===== config.mk =====
export PLATFORM = sky130hd
export DESIGN_NAME = wildcard_pattern_matcher
export DESIGN_NICKNAME = d
export VERILOG_FILES = /design/src/rtl/core/wpm_pkg.sv /design/src/rtl/core/wildcard_pattern_matcher.sv
export SDC_FILE = /design/constraint.sdc
export NUM_CORES = 1
export LEC_CHECK = 0
export BUFFER_PORTS_ARGS = -buffer_cell sky130_fd_sc_hd__buf_2
export CORE_MARGIN = 2
export CORE_UTILIZATION = 46
export DETAILED_ROUTE_END_ITERATION = 8
export GPL_TIMING_DRIVEN = 1
export SLEW_MARGIN = 20
export SYNTH_ARGS = -nofsm -noshare
export SYNTH_HDL_FRONTEND = slang
export SYNTH_SLANG_ARGS = --single-unit

===== constraint.sdc =====
create_clock -name clk -period 3.8 [get_ports clk]
set_clock_uncertainty 0.1 [all_clocks]
set_input_delay 0.19 -clock clk [delete_from_list [all_inputs] [get_ports clk]]
set_output_delay 0.19 -clock clk [all_outputs]
set_load 0.1 [all_outputs]

===== src/rtl/core/wpm_pkg.sv =====
// Package for the wildcard pattern matcher: constants, action codes and payload types.
package wpm_pkg;

  localparam int PATTERN_MAX_DEF = 32;
  localparam int COUNT_W         = 6;

  localparam logic [7:0] SYM_ANY_ONE = 8'h3F;  // '?'
  localparam logic [7:0] SYM_ANY_RUN = 8'h2A;  // '*'

  localparam logic [1:0] ACT_CLEAR  = 2'd0;
  localparam logic [1:0] ACT_APPEND = 2'd1;
  localparam logic [1:0] ACT_TEXT   = 2'd2;

  typedef struct packed {
    logic [1:0] action;
    logic [7:0] symbol;
    logic       text_end;
  } wpm_in_t;

  typedef struct packed {
    logic               matched;
    logic               pattern_full;
    logic [COUNT_W-1:0] pattern_count;
  } wpm_out_t;

endpackage


===== src/rtl/core/wildcard_pattern_matcher.sv =====
// Wildcard pattern matcher: pattern store, parallel match row and result skid buffer.
// A result is registered in the output register, or in the skid register while the output is stalled.
// Throughput: one item per cycle while in_ready is high; the whole match row updates in one pass
// through a log-depth prefix network that resolves runs of '*'.
// in_ready drops only while the skid register holds a result that is stalled.
// Reset (rst_n, synchronous, active low): empty pattern, row holds bit zero, no results.
module wildcard_pattern_matcher #(
  parameter int PATTERN_MAX = wpm_pkg::PATTERN_MAX_DEF
) (
  input  logic             clk,
  input  logic             rst_n,
  input  logic             in_valid,
  output logic             in_ready,
  input  wpm_pkg::wpm_in_t in_data,
  output logic             out_valid,
  input  logic             out_ready,
  output wpm_pkg::wpm_out_t out_data
);

  localparam int N  = PATTERN_MAX + 1;
  localparam int LW = $clog2(PATTERN_MAX + 1);
  localparam int AW = (PATTERN_MAX > 1) ? $clog2(PATTERN_MAX) : 1;
  localparam int LV = $clog2(N);
  localparam logic [N-1:0] ROW_INIT = N'(1);

  // pattern store, undefined until written; flags decoded at write time
  logic [7:0] pat_sym_r  [PATTERN_MAX];
  logic       pat_star_r [PATTERN_MAX];
  logic       pat_any_r  [PATTERN_MAX];

  logic [LW-1:0] len_r, len_nxt;
  logic [N-1:0]  row_r, row_nxt;
  logic [N-1:0]  start_r, start_nxt;

  logic              out_valid_r, skid_valid_r;
  wpm_pkg::wpm_out_t out_data_r, skid_data_r;

  logic              in_fire, out_fire, wr_en, full, hit, sym_star;
  logic [N-1:0]      text_row;
  logic [N-1:0]      gen   [LV+1];
  logic [N-1:0]      prop  [LV+1];
  wpm_pkg::wpm_out_t res;

  assign in_ready  = !skid_valid_r;
  assign in_fire   = in_valid && in_ready;
  assign out_fire  = out_valid_r && out_ready;
  assign out_valid = out_valid_r;
  assign out_data  = out_data_r;
  assign sym_star  = (in_data.symbol == wpm_pkg::SYM_ANY_RUN);

  // next row for a text byte: '*' positions propagate from the left,
  // others generate from the diagonal; prefix network resolves star runs
  always_comb begin
    gen[0]  = '0;
    prop[0] = '0;
    for (int j = 1; j < N; j++) begin
      if (LW'(j) <= len_r) begin
        if (pat_star_r[j-1]) begin
          gen[0][j]  = row_r[j];
          prop[0][j] = 1'b1;
        end else begin
          gen[0][j] = (pat_any_r[j-1] || (pat_sym_r[j-1] == in_data.symbol)) && row_r[j-1];
        end
      end
    end
    for (int l = 0; l < LV; l++) begin
      for (int j = 0; j < N; j++) begin
        if (j >= (1 << l)) begin
          gen[l+1][j]  = gen[l][j] | (prop[l][j] & gen[l][j-(1<<l)]);
          prop[l+1][j] = prop[l][j] & prop[l][j-(1<<l)];
        end else begin
          gen[l+1][j]  = gen[l][j];
          prop[l+1][j] = prop[l][j];
        end
      end
    end
    text_row = gen[LV];
  end

  always_comb begin
    len_nxt   = len_r;
    row_nxt   = row_r;
    start_nxt = start_r;
    full      = 1'b0;
    wr_en     = 1'b0;
    unique case (in_data.action)
      wpm_pkg::ACT_CLEAR: begin
        len_nxt   = '0;
        start_nxt = ROW_INIT;
        row_nxt   = ROW_INIT;
      end
      wpm_pkg::ACT_APPEND: begin
        if (len_r >= LW'(PATTERN_MAX)) begin
          full = 1'b1;
        end else begin
          wr_en = 1'b1;
          len_nxt = LW'(len_r + 1'b1);
          start_nxt[LW'(len_r + 1'b1)] = start_r[len_r] && sym_star;
          row_nxt = start_nxt;
        end
      end
      wpm_pkg::ACT_TEXT: begin
        row_nxt = text_row;
      end
      default: begin
      end
    endcase
    hit = row_nxt[len_nxt];
    if (in_data.action == wpm_pkg::ACT_TEXT && in_data.text_end) begin
      row_nxt = start_r;
    end
    res.matched       = hit;
    res.pattern_full  = full;
    res.pattern_count = wpm_pkg::COUNT_W'(len_nxt);
  end

  always_ff @(posedge clk) begin
    if (in_fire && wr_en) begin
      pat_sym_r[len_r[AW-1:0]]  <= in_data.symbol;
      pat_star_r[len_r[AW-1:0]] <= sym_star;
      pat_any_r[len_r[AW-1:0]]  <= (in_data.symbol == wpm_pkg::SYM_ANY_ONE);
    end
  end

  always_ff @(posedge clk) begin
    if (!rst_n) begin
      len_r   <= '0;
      row_r   <= ROW_INIT;
      start_r <= ROW_INIT;
    end else if (in_fire) begin
      len_r   <= len_nxt;
      row_r   <= row_nxt;
      start_r <= start_nxt;
    end
  end

  // output register plus skid register
  always_ff @(posedge clk) begin
    if (!rst_n) begin
      out_valid_r  <= 1'b0;
      skid_valid_r <= 1'b0;
    end else if (skid_valid_r) begin
      if (out_fire) begin
        out_data_r   <= skid_data_r;
        skid_valid_r <= 1'b0;
      end
    end else if (in_fire) begin
      if (!out_valid_r || out_fire) begin
        out_data_r  <= res;
        out_valid_r <= 1'b1;
      end else begin
        skid_data_r  <= res;
        skid_valid_r <= 1'b1;
      end
    end else if (out_fire) begin
      out_valid_r <= 1'b0;
    end
  end

endmodule

; Yosys cells after proc, flatten, opt, wreduce, memory -nomap -nowiden
; Memory sizes are Yosys's and may differ from the RTL's.
; Index checks and enable logic that the tools add are counted.
[classes]
shifts = 0
bitwise = 358
reduce_logical = 82
n_addsub = 1
eq_ne = 39
div_mod_pow = 0
magnitude_cmp = 37
multipliers = 0
mux = 157
[op_table]
columns = operator, count
row1 = 8-bit equality test, 32
row2 = 1-bit AND, 227
row3 = 1-bit two-way mux, 142
row4 = 1-bit bitwise OR, 129
row5 = 33-bit two-way mux, 3
row6 = 33-bit one-hot mux with 3 select lines, 1
row7 = 5-bit by 6-bit <= comparator with 1-bit output (first input constant), 16
row8 = 33-bit one-hot mux with 2 select lines, 1
row9 = 4-bit by 6-bit <= comparator with 1-bit output (first input constant), 8
row10 = 1-bit logical AND, 38
row11 = 33-bit bitwise mux, 1
row12 = 1-bit logical OR, 33
row13 = 8-bit two-way mux, 4
row14 = 3-bit by 6-bit <= comparator with 1-bit output (first input constant), 4
row15 = 6-bit by 7-bit < comparator with 1-bit output (second input constant), 3
row16 = 8-bit by 6-bit equality test with 1-bit output (second input constant), 2
row17 = 1-bit binary-select mux with 6-bit select, 2
row18 = 2-bit by 6-bit <= comparator with 1-bit output (first input constant), 2
row19 = 6-bit one-hot mux with 2 select lines, 1
row20 = 4-bit AND reduction, 2
row21 = 2-bit nonzero test, 4
row22 = 6-bit by 1-bit adder with 6-bit output (second input constant), 1
row23 = 1-bit demux with 6-bit select, 1
row24 = 6-bit by 1-bit >= comparator with 1-bit output (second input constant), 1
row25 = 12 further kinds, 16
[word_totals]
input_bits = 15
latchBits = 0
memories = 3
wordCells = 688
register_bits = 90
ram_bits = 320
mem_bits_ro = 0
out_inout_bits = 10
[mem_list]
columns = name, words, word_bits, rd, rd_ports_with_merged_regs, write_ports, line
row1 = pat_sym_r, 32, 8, 32, 0, 1, wildcard_pattern_matcher.sv:27  ; logic [7:0] pat_sym_r [PATTERN_MAX];
row2 = pat_any_r, 32, 1, 32, 0, 1, wildcard_pattern_matcher.sv:29  ; logic pat_any_r [PATTERN_MAX];
row3 = pat_star_r, 32, 1, 32, 0, 1, wildcard_pattern_matcher.sv:28  ; logic pat_star_r [PATTERN_MAX];

; Logic depth before layout (Yosys ltp)
; An unclocked memory read counts as a cell.
[depth]
word_depth = 22
mapped_depth = 17
mapped_depth_nobuf = 14

; Worst setup path after synthesis
; No wires, ideal clock.
[synth_timing]
kind = input to register
start = input port in_data[2] (netlist bit)
end = register out_data_r, in the netlist out_data[7], data pin
path_slack_ps = -327
t_required_ps = 3535
setup_ps = 165
path_buffers = 2
arrival_ps = 3862
stages = 14
path_cell_list = buf_2 -> buf_6 -> nand3_1 -> nor4_2 -> nand2b_1 -> a21oi_2 -> a31oi_1 -> o21ai_0 -> a31o_2 -> a2111oi_4 -> a311o_1 -> o311a_1 -> o32a_2 -> o31ai_2
[synth_between]
elab_cells_between_ends = 428
classes_between = eq/ne (33) / mux (72) / bitwise (258) / reduce/logical (65)
[synth_rtl]
columns = element, line
row1 = from (decl), wildcard_pattern_matcher.sv:14  ; input wpm_pkg::wpm_in_t in_data,
row2 = 8-bit by 6-bit equality test with 1-bit output, wildcard_pattern_matcher.sv:49  ; assign sym_star = (in_data.symbol == wpm_pkg::SYM_ANY_RUN);
row3 = via sym_star, wildcard_pattern_matcher.sv:38  ; logic in_fire, out_fire, wr_en, full, hit, sym_star;
row4 = 1-bit logical AND, wildcard_pattern_matcher.sv:98  ; start_nxt[LW'(len_r + 1'b1)] = start_r[len_r] && sym_star;
row5 = 33-bit bitwise mux, wildcard_pattern_matcher.sv:98
row6 = 33-bit two-way mux, wildcard_pattern_matcher.sv:93  ; if (len_r >= LW'(PATTERN_MAX)) begin
row7 = 33-bit one-hot mux with 3 select lines, wildcard_pattern_matcher.sv:86  ; unique case (in_data.action)
row8 = 1-bit binary-select mux with 6-bit select, wildcard_pattern_matcher.sv:108  ; hit = row_nxt[len_nxt];
row9 = 1-bit two-way mux (implied by the code), wildcard_pattern_matcher.sv:108
row10 = 8-bit two-way mux, wildcard_pattern_matcher.sv:148  ; if (!out_valid_r || out_fire) begin
row11 = 8-bit two-way mux, wildcard_pattern_matcher.sv:147  ; end else if (in_fire) begin
row12 = 8-bit two-way mux, wildcard_pattern_matcher.sv:142  ; end else if (skid_valid_r) begin
row13 = to (signal assigned), wildcard_pattern_matcher.sv:144  ; out_data_r <= skid_data_r;
row14 = to (signal assigned), wildcard_pattern_matcher.sv:149  ; out_data_r <= res;
row15 = to (decl), wildcard_pattern_matcher.sv:36  ; wpm_pkg::wpm_out_t out_data_r, skid_data_r;
; The timed path passes the listed nets, and every way through them passes these cells. The select of a mux whose other input is x is not followed.
; A chain may end at the register's enable or synchronous reset.

; Worst setup path in the final report
[layout_timing]
start = register len_r[0]
end = register out_data_r, in the netlist out_data[7], data pin
[layout_between]
elab_chain_len = 18
elab_cells_between_ends = 471
classes_between = add/sub (1) / order compare (35) / mux (77) / bitwise (356) / reduce/logical (2)
[layout_lines]
columns = element, line
row1 = from (decl), wildcard_pattern_matcher.sv:31  ; logic [LW-1:0] len_r, len_nxt;
row2 = from (signal assigned), wildcard_pattern_matcher.sv:131  ; len_r <= len_nxt;
row3 = branches (longest 13 deep; another with 6-bit by 7-bit < comparator with 1-bit output), n/a
row4 = 1-bit binary-select mux with 6-bit select (*), wildcard_pattern_matcher.sv:108
row5 = 1-bit two-way mux (implied by the code) (*), wildcard_pattern_matcher.sv:108
row6 = 8-bit two-way mux (*), wildcard_pattern_matcher.sv:148
row7 = 8-bit two-way mux (*), wildcard_pattern_matcher.sv:147
row8 = 8-bit two-way mux (*), wildcard_pattern_matcher.sv:142
; Every way passes the cells marked *. The select of a mux whose other input is x is not followed.

==> metrics <==
worst reg-to-reg path cell count 16; CTS tree built; largest net degree at the start of global routing 75; pre-CTS setup slack -0.238 ns; Max Cap Viol 0; Setup CP Type flip-flop to flip-flop; Num CTS Buffers between 40 and 50; WHS Path Cells 2; clk root buf clkbuf_16; count of cell types in the netlist approximately 100; number of global-route vias before repair 18,000; Max Transition Viols Final 0; gr usage total 0.314; Post-Route Hold Slack approximately 0.042 ns; post-route setup slack -0.0106 ns; Die Wd 224 um; post-synthesis sequential area ratio 0.518; share of cells above drive strength 1 0.259; largest area contributor in the netlist edfxtp_1; DR pass1 iterations 5; Critical-path top delay cell mux4_2; most used cell, CP buf_12; required time of the critical path around 4.0 ns; async set-reset flop share out of synthesis 0; post-route DRC violation count 0; Area after DPL 25,500 sq um; # diodes 0; worst-path cell chain buf_12, buf_12, mux4_2, mux2i_1, o31a_1, a21oi_2, buf_6, mux2_4, a22oi_2, nand2_1, a211oi_2, buf_4, a311oi_1, a311oi_2, o32a_4, o31ai_4; Core ar. 47,800 sq um; commonest non-fill, non-tap cell in the layout buf_4; I/O Pins 25; Netlist Area Pre-Place 22,400 sq um; RSZ-0062 raised after global routing true; via density per instance 6.04; Post-synth EDFFs 336; initial antenna violation count 2; area of the multi-input gates 10,400 sq um; CP max FO 7; minimum clock period 3.81 ns; HPWL Detailed 58,700 um; Worst EP arrival 4.05 ns; Iter 0 DRT Violations 2,028; Placer Congestion 0.996; IO buf count 24; Clock Latency Late Sink ~0.63 ns; routed wire length 79,300 um; global route overflow 0; row count 80; post-route cell area between 20,000 and 30,000 sq um; Gate Count Post-Synth 2,054; H-tree depth 2; clk slew on worst S/H paths approximately 0.060 ns; Worst setup SP type flip-flop; Hold Path Class primary input to flip-flop; Die H 224 um; Synth top area share 0.451; Critical Path End Type flip-flop; global-route wire length before repair 117,000 um; Initial Util 0.467; most frequently used flop master after synthesis edfxtp_1; yosys warns 0; crit-path max cell delay 0.52 ns; fillers 4,069; Storage cell area around 12,000 sq um; actual slew at the worst max-slew pin 0.765 ns; f_max 0.262 GHz; peak supply drop 0.599 mV; Setup TNS Final -0.0204 ns; crit share post-route 1.00; Hold Violations, Final 0; Final Net Count roughly 2,400; leak pwr ~10 nW; die area 50,400 sq um; Final setup viols 2; Util after Layout 0.582; PwrDens 393 nW/um^2; Synth Area per Inst 10.9 sq um; vias between 15,000 and 20,000; most frequent cells in the layout buf_4 (383), edfxtp_1 (336), xor2_1 (154); Slew headroom 0.490; maximum clock path buffer count 3; Antenna Nets Post-Route 0; Synth area leaders edfxtp_1 (45%), dfxtp_1 (6.6%), xor2_1 (6.0%), xnor2_1 (4.1%), nor2_1 (2.7%); total clock sinks 410; outcome finished with violations; Yosys reg bits slightly above 400; Wirelength per Cell 25.9 um; failing checks setup timing; Synth-to-Final Area Change 24.6%; syn_nets 2,074
report_power, final:
| part | internal (mW) | leakage, nW | switching (mW) | total, mW |
|---|---|---|---|---|
| logic | 0.495 | 5.39 | 0.832 | 1.33 |
| clock network | 2.80 | 0.769 | 1.88 | 4.68 |
| registers | 4.88 | 3.77 | 0.0507 | 4.93 |
cells by family (layout without fill, tap and decap cells):
kind of cell	count (synthesis)	count (layout)	share of synthesized area
flip-flops	410	410	0.518
adder cells (fa/ha/maj)	5	5	0.00280
AND/OR/NAND/NOR	648	648	0.152
multiplexers	27	27	0.0171
AO/OA/AOI/OAI	549	549	0.168
XOR/XNOR	260	260	0.102
buffers and inverters	155	548	0.0397
worst paths after layout:
path | from | endpoint | slack (ns)
worst max-delay path | len_r[0] | out_data[7] | -0.01
worst min-delay path | in_data[4] | pat_sym_r[31][3] | 0.04
worst max register to register | len_r[0] | out_data[7] | -0.01
worst min register to register | skid_data_r[6] | out_data[6] | 0.43
cell type report:
cell class,count,area share
well taps,615,0.0276
flip-flops and latches,410,0.416
clock inverters,22,0.0111
multi-input cells,1489,0.373
clock buffers,62,0.0461
inverters,33,0.00445
repair buffers,431,0.122
state kept, by name, indices dropped and copies added, names as in the netlist:
register and flops:
out_valid 1, skid_data_r 8, row_r 33, skid_valid_r 1, out_data 8, pat_any_r 32
pat_sym_r 256, pat_star_r 32, len_r 6, start_r 33
synthesized netlist by cell type, types with 11 or more instances:
library cell,number
a211oi_1,26
a21boi_0,23
a21oi_1,108
a22oi_1,43
a311oi_1,12
a31oi_1,24
and3_1,12
buf_2,13
buf_4,12
buf_6,31
clkbuf_1,63
dfxtp_1,74
edfxtp_1,336
inv_1,32
nand2_1,149
nand2b_1,19
nand3_1,54
nand3b_1,16
nand4_1,36
nor2_1,160
nor2b_1,67
nor3_1,31
nor3b_1,15
nor4_1,28
o211a_1,11
o211ai_1,24
o21ai_0,118
o21ai_1,17
o22ai_1,12
xnor2_1,105
xor2_1,154
layer usage:
metal  wire length [um]  track usage  share of wire
met1              35400        0.441           0.45
met2              35100        0.483           0.44
met3               4920       0.0442          0.062
met4               3940        0.142          0.050
met5                  0            0              0
through the flow:
step	power [mW]	std cells
after CTS	11.0	3051
after detailed placement	6.26	2950
after global routing	11.3	3062
after global placement	6.25	2950
final	10.9	3062
after floorplan	5.70	2054
critical path, delay by kind of cell (launching register included):
kind | cells | cell delay [ns]
buf+inv | 4 | 0.56
simple gates | 1 | 0.09
compound gates | 8 | 1.36
flops | 1 | 0.37
mux | 3 | 1.04
repair_timing:
action,4_1_cts,5_1_grt
resized for setup,27,81
pin swaps,6,34
hold buffers,14,0
setup endpoints to repair,3,4
buffers inserted,3,12
endpoints found under the hold margin,39,0
(Power assumes the default switching activity.)
